`src/hdl/m4vt_pkg.sv`:
```
// ----------------------------------------------------------------------------
// m4vt_pkg
// Shared types and constants of the 4x4 matrix by vector transform: payload
// structs, the token that runs down the cell chain and the coefficient reset.
// ----------------------------------------------------------------------------
package m4vt_pkg;

  // word and fixed point format
  localparam int WORD_BITS = 32;
  localparam int FRAC_BITS = 16;
  localparam int PROD_W    = 2 * WORD_BITS;
  // four exact products need two more bits
  localparam int SUM_W     = PROD_W + 2;

  // matrix shape
  localparam int NUM_COLS  = 4;
  localparam int NUM_ROWS  = 4;
  localparam int COL_W     = $clog2(NUM_COLS);

  // configuration registers
  localparam int NUM_CFG   = 2 * NUM_COLS;
  localparam int CFG_SEL_W = $clog2(NUM_CFG);
  localparam int CFG_IDX_W = CFG_SEL_W + 1;
  localparam int CFG_W     = 2 * WORD_BITS;

  // register indexes
  localparam logic [CFG_SEL_W-1:0] REG_COL0_ROWS01 = 3'd0;
  localparam logic [CFG_SEL_W-1:0] REG_COL0_ROWS23 = 3'd1;
  localparam logic [CFG_SEL_W-1:0] REG_COL1_ROWS01 = 3'd2;
  localparam logic [CFG_SEL_W-1:0] REG_COL1_ROWS23 = 3'd3;
  localparam logic [CFG_SEL_W-1:0] REG_COL2_ROWS01 = 3'd4;
  localparam logic [CFG_SEL_W-1:0] REG_COL2_ROWS23 = 3'd5;
  localparam logic [CFG_SEL_W-1:0] REG_COL3_ROWS01 = 3'd6;
  localparam logic [CFG_SEL_W-1:0] REG_COL3_ROWS23 = 3'd7;

  // column selects of the cells
  localparam logic [COL_W-1:0] COL_X = 2'd0;
  localparam logic [COL_W-1:0] COL_Y = 2'd1;
  localparam logic [COL_W-1:0] COL_Z = 2'd2;
  localparam logic [COL_W-1:0] COL_W_SEL = 2'd3;

  // register stages: two per cell plus the output stage
  localparam int LATENCY   = 2 * NUM_COLS + 1;
  localparam int INFL_W    = $clog2(LATENCY + 1);

  // saturation limits
  localparam logic [WORD_BITS-1:0] WORD_MAX = {1'b0, {(WORD_BITS-1){1'b1}}};
  localparam logic [WORD_BITS-1:0] WORD_MIN = {1'b1, {(WORD_BITS-1){1'b0}}};

  // Q16.16 one placed in the low or the high half of a register
  localparam logic [CFG_W-1:0] ONE_LO = CFG_W'(64'd1 << FRAC_BITS);
  localparam logic [CFG_W-1:0] ONE_HI = CFG_W'(64'd1 << (FRAC_BITS + WORD_BITS));

  typedef struct packed {
    logic signed [WORD_BITS-1:0] vec_x;
    logic signed [WORD_BITS-1:0] vec_y;
    logic signed [WORD_BITS-1:0] vec_z;
    logic signed [WORD_BITS-1:0] vec_w;
  } vec_t;

  typedef struct packed {
    logic signed [WORD_BITS-1:0] out_x;
    logic signed [WORD_BITS-1:0] out_y;
    logic signed [WORD_BITS-1:0] out_z;
    logic signed [WORD_BITS-1:0] out_w;
    logic                        saturated;
  } res_t;

  // item travelling down the chain with its running row sums
  typedef struct packed {
    logic                               valid;
    vec_t                               vec;
    logic [NUM_ROWS-1:0][SUM_W-1:0]     sums;
  } tok_t;

  typedef logic [NUM_ROWS-1:0][WORD_BITS-1:0] col_coef_t;

  // identity matrix after reset
  function automatic logic [CFG_W-1:0] cfg_reset_val(input logic [CFG_SEL_W-1:0] idx);
    logic [CFG_W-1:0] val;
    case (idx)
      REG_COL0_ROWS01: val = ONE_LO;
      REG_COL1_ROWS01: val = ONE_HI;
      REG_COL2_ROWS23: val = ONE_LO;
      REG_COL3_ROWS23: val = ONE_HI;
      default:         val = '0;
    endcase
    return val;
  endfunction

endpackage

```
`src/hdl/m4vt_sat.sv`:
```
// ----------------------------------------------------------------------------
// m4vt_sat
// Output stage: drops the fraction bits of each row sum, clamps to the word
// range, flags any clamp and holds the item until it is taken.
// ----------------------------------------------------------------------------
module m4vt_sat
  import m4vt_pkg::*;
(
  input  logic clk_i,
  input  logic rst_ni,
  input  logic en_i,
  input  tok_t tok_i,
  output logic out_valid_o,
  output res_t out_o
);

  localparam int TOP_LO = FRAC_BITS + WORD_BITS - 1;

  logic [NUM_ROWS-1:0][WORD_BITS-1:0] lane;
  logic [NUM_ROWS-1:0]                ovf;
  logic                               out_valid_q;
  res_t                               out_q, out_d;

  // floor shift and clamp per row
  always_comb begin
    for (int r = 0; r < NUM_ROWS; r++) begin
      ovf[r] = !((&tok_i.sums[r][SUM_W-1:TOP_LO]) || !(|tok_i.sums[r][SUM_W-1:TOP_LO]));
      if (ovf[r]) begin
        lane[r] = tok_i.sums[r][SUM_W-1] ? WORD_MIN : WORD_MAX;
      end else begin
        lane[r] = tok_i.sums[r][TOP_LO:FRAC_BITS];
      end
    end
  end

  always_comb begin
    out_d.out_x     = lane[0];
    out_d.out_y     = lane[1];
    out_d.out_z     = lane[2];
    out_d.out_w     = lane[3];
    out_d.saturated = |ovf;
  end

  // output register
  always_ff @(posedge clk_i or negedge rst_ni) begin
    if (!rst_ni) begin
      out_valid_q <= 1'b0;
    end else if (en_i) begin
      out_valid_q <= tok_i.valid;
    end
  end

  always_ff @(posedge clk_i) begin
    if (en_i) begin
      out_q <= out_d;
    end
  end

  assign out_valid_o = out_valid_q;
  assign out_o       = out_q;

endmodule

```
`config.mk`:
```
export PLATFORM = sky130hd
export DESIGN_NAME = m4vt_sat
export DESIGN_NICKNAME = d
export VERILOG_FILES = /design/src/hdl/m4vt_pkg.sv /design/src/hdl/m4vt_sat.sv
export SDC_FILE = /design/constraint.sdc
export NUM_CORES = 1
export LEC_CHECK = 0
export ABC_AREA = 1
export CAP_MARGIN = 30
export CORE_AREA = 2 2 202 204
export CTS_CLUSTER_DIAMETER = 40
export CTS_CLUSTER_SIZE = 24
export DETAILED_ROUTE_END_ITERATION = 10
export DIE_AREA = 0 0 204 206
export DONT_BUFFER_PORTS = 1
export SLEW_MARGIN = 25
export SYNTH_ARGS = -nofsm -noshare
export SYNTH_HDL_FRONTEND = slang
export SYNTH_SLANG_ARGS = --single-unit
export TNS_END_PERCENT = 20
```
`constraint.sdc`:
```
create_clock -name clk_i -period 0.8 [get_ports clk_i]
set_input_delay 0.04 -clock clk_i [delete_from_list [all_inputs] [get_ports clk_i]]
set_output_delay 0.04 -clock clk_i [all_outputs]
set_load 0.02 [all_outputs]
```
After elaboration in Yosys (flattened, before gate mapping)
Index checks and enable logic that the tools add are counted.
Widths: inputs -> output; s select.
- register bits after elaboration: 130
- bits in latches: 0
- memory bits (writable): 0
- bits in read-only memories: 0
- output and inout bits: 130
- logic and storage cells: 35
- memories kept: 0
- add/sub/neg operators: 0
- $mul: 0
- divide/modulo/power cells: 0
- order comparisons: 0
- equal/unequal tests: 0
- shifts and indexed selects: 0
- mux-type cells: 8
- bitwise logic cells: 0
- reduce and logical (&&, ||, !) cells: 21
- operators with widths (operator ; number):
    $mux 32 ; 8
    $reduce_and 19->1 ; 4
    $reduce_or 19->1 ; 4
    $logic_not 1->1 ; 8
    $logic_or 1x1->1 ; 4
    $reduce_or 4->1 ; 1

Longest topological paths before layout
- depth in word-level cells: 5
- mapped depth: 9

Worst setup path after synthesis
OpenSTA, ideal clock, no wires.
- kind: in2reg
- start: in tok_i[48] (netlist bit)
- end: reg out_q, in the netlist out_o[100], data pin
- library setup time: 0.252 ns
- data arrival time: 0.818 ns
- data required time: 0.548 ns
- setup slack: -0.270 ns
- stages: 6
- buffers on the path: 1
- cell sequence: or2_1 > nor2_1 > nand3_2 > nand3b_2 > buf_6 > nand2_1
- RTL lines (what ; line ; source):
    start: declaration ; m4vt_sat.sv:12 ; input tok_t tok_i,
    end signal: assignment ; m4vt_sat.sv:55 ; out_q <= out_d;
    end: declaration ; m4vt_sat.sv:22 ; res_t out_q, out_d;

Final worst setup path
- start: reg out_q, in the netlist out_o[104]
- end: out out_o[104] (netlist bit)
- RTL lines (what ; line ; source):
    end: declaration ; m4vt_sat.sv:14 ; output res_t out_o
No word-level cell between the ends.

==> results.yml <==
sta:
  setup_viol_count_final: 130
  period_share_pct: 132
  fmax_mhz: 949
  timing_worst_slew_pin_value_ps: 376
  clock_skew_ps: 0
  fin_crit_ps: 1050
  relSlewSlack_pct: 75.0
  fin_ws_ps: -253
  maxSlewViolCount: 0
  finalHoldViolCount: 130
  whs_ps: -294
  rsz0062_at_grt: "true"
detailed_routing:
  wl_per_cell_um: 15.3
  routed-via-count: 4403
  wirelength_um: 18900
  drt-initial-drc-count: 288
  via_per_inst: 3.57
  drc_errors: 0
  first_pass_iters: 4
  postRouteAntennaNets: 0
floorplan:
  boundaryPins: 526
  die-area_sq_um: 42000
  num_rows: 74
  die_h_um: 206
  start_util_pct: 14.3
  coreArea_sq_um: 40200
  die_x_um: 204
clock_tree:
  insertion_delay_ps: 440
  cts_tree: "done"
  cts_buffer_depth: 2
  postCtsSetupBuffers: 0
  cts.sinks: 130
  htreeDepth: 4
  cts_buffers: 17
  cts-root-buf: "clkbuf_16"
  clkTransAtPathRegs_ps: 60
  postCtsHoldBufs: 131
run_status:
  status: "finished, violations left"
  violations: "hold timing, setup timing"
power_and_ir_drop:
  p_int_mw: 14.4
  clockPowerShare_pct: 46.5
  power.share.sequential_pct: 47.8
  total_power_mw: 19.0
  ir_drop_mv: 1.14
  leakage_nw: 3.11
  sw_frac_of_total_pct: 24.3
  comb_power_share_pct: 5.7
  switchingPower_mw: 4.62
  p_per_area_nw_per_um2: 2240
synthesis:
  synth_cell_types: 18
  synth_cells: 544
  syn_avg_cell_area_sq_um: 10.6
  syn_area_sq_um: 5760
  synth-seq-area-share_pct: 67.7
  synth_fp_nets: 940
  yosysWarnings: 0
  synth-seq-cells: 130
layout:
  final_common_cell: "nand2_1"
  post-route-util_pct: 21.1
  layout.nets: 1084
  area_growth_pct: 47.0
  fin_cells: 1234
  drive_gt1_share_pct: 9.99
  layout_common_cells: "nand2_1 (291), dlygate4sd3_1 (131), edfxtp_1 (129)"
placement:
  place_inst: 1070
  place.gp.congestion: 0.755
  pre_cts_slack_ps: -441
  hpwlAfterDp_um: 13300
  portBuffers: 0
job:
  cap_violations: 0
setup_path:
  critPathKind: "register to primary output"
  regToRegEndpoint: "out_valid_o"
  crit_required_ps: 760
  r2r_setup_slack_ps: 40
  cp-start-kind: "register"
  r2r-start: "out_valid_o"
  rr_worst_depth: 1
  arrival_ps: 1010
  crit_path_max_fanout: 1
  worstSetupEndpointType: "primary output"
min_path:
  hold_start: "en_i"
  hold_path.class: "primary input to register"
  worst_hold_path.endpoint: "out_o[36]"
  hold_depth: 0
global_routing:
  grt_pass1_vias: 4522
  track_usage_pct: 8.62
  grt_pass1_wl_um: 26000
  overflow: 0
  antenna_found_initial: 1
  grt_max_degree: 131
==> power by group through the flow <==
stage / sequential (mW) / clock [mW] / combinational (mW)
detailed placement: 9.21 / 0 / 0.509
global placement: 9.22 / 0 / 0.479
CTS: 9.08 / 9.14 / 1.07
global route: 9.12 / 9.36 / 1.17
floorplan: 9.08 / 0 / 0.356
finish: 9.07 / 8.83 / 1.07
==> how the worst max path moves through the flow <==
stage / startpoint / endpoint / slack, ps / depth (start not counted)
detailed placement: tok_i[182] / out_o[56] / -440 / 7
global route: out_o[0] / out_o[0] / -390 / 0
finish: out_o[104] / out_o[104] / -250 / 0
floorplan: tok_i[263] / out_o[10] / -230 / 6
global placement: tok_i[181] / out_o[54] / -430 / 7
CTS: out_o[0] / out_o[0] / -360 / 0
==> through the flow <==
stage / area, sq um / setup TNS [ps]
3_3_place_gp: 6470 / -41930
4_1_cts: 8450 / -28940
6_report: 8470 / -22790
3_5_place_dp: 6470 / -43150
5_1_grt: 8470 / -29370
2_1_floorplan: 5790 / -27130
==> state kept, by name (all words and copies together) (netlist names) <==
register and count:
out_o 129, out_valid_o 1
==> routing by layer <==
metal	wire length, um	vias to the layer above	GRT usage [%]
met3	1930	32	4.30
li1	-	2073	-
met2	9280	276	14.8
met4	541	0	5.02
met5	0	-	0
met1	7110	2022	8.40
==> cell usage after synthesis (all sizes together) <==
library cell	instances	area (sq um)
or2	8	50.1
nand3b	3	33.8
clkbuf	3	11.3
mux2	1	11.3
dlygate4sd3	1	10.0
nor2	56	215
inv	6	22.5
nand3	9	65.1
nand4	8	50.1
buf	24	259
dfrtp	1	25.0
nand2	295	1130
edfxtp	129	3870
==> kinds of logic after synthesis <==
family        after synthesis  share of synthesized area, %
mux                         1                         0.196
simple gates              379                          26.9
flops                     130                          67.7
buf+inv                    34                          5.26
==> layout make-up <==
type	count	area, sq um
fillers	4286	31700
flip-flops and latches	130	3900
repair buffers	153	1630
multi-input cells	380	1600
well taps	532	666
clock buffers	17	425
clock inverters	15	229
inverters	6	22.5
diodes	1	2.50
==> timing repair <==
action	in CTS	in global routing
endpoints found under the setup margin	130	162
endpoints found under the hold margin	259	130
resized for setup	2	4
pin swaps	0	1
gates cloned	0	0
No activity file was read; power rests on OpenSTA's default activity.
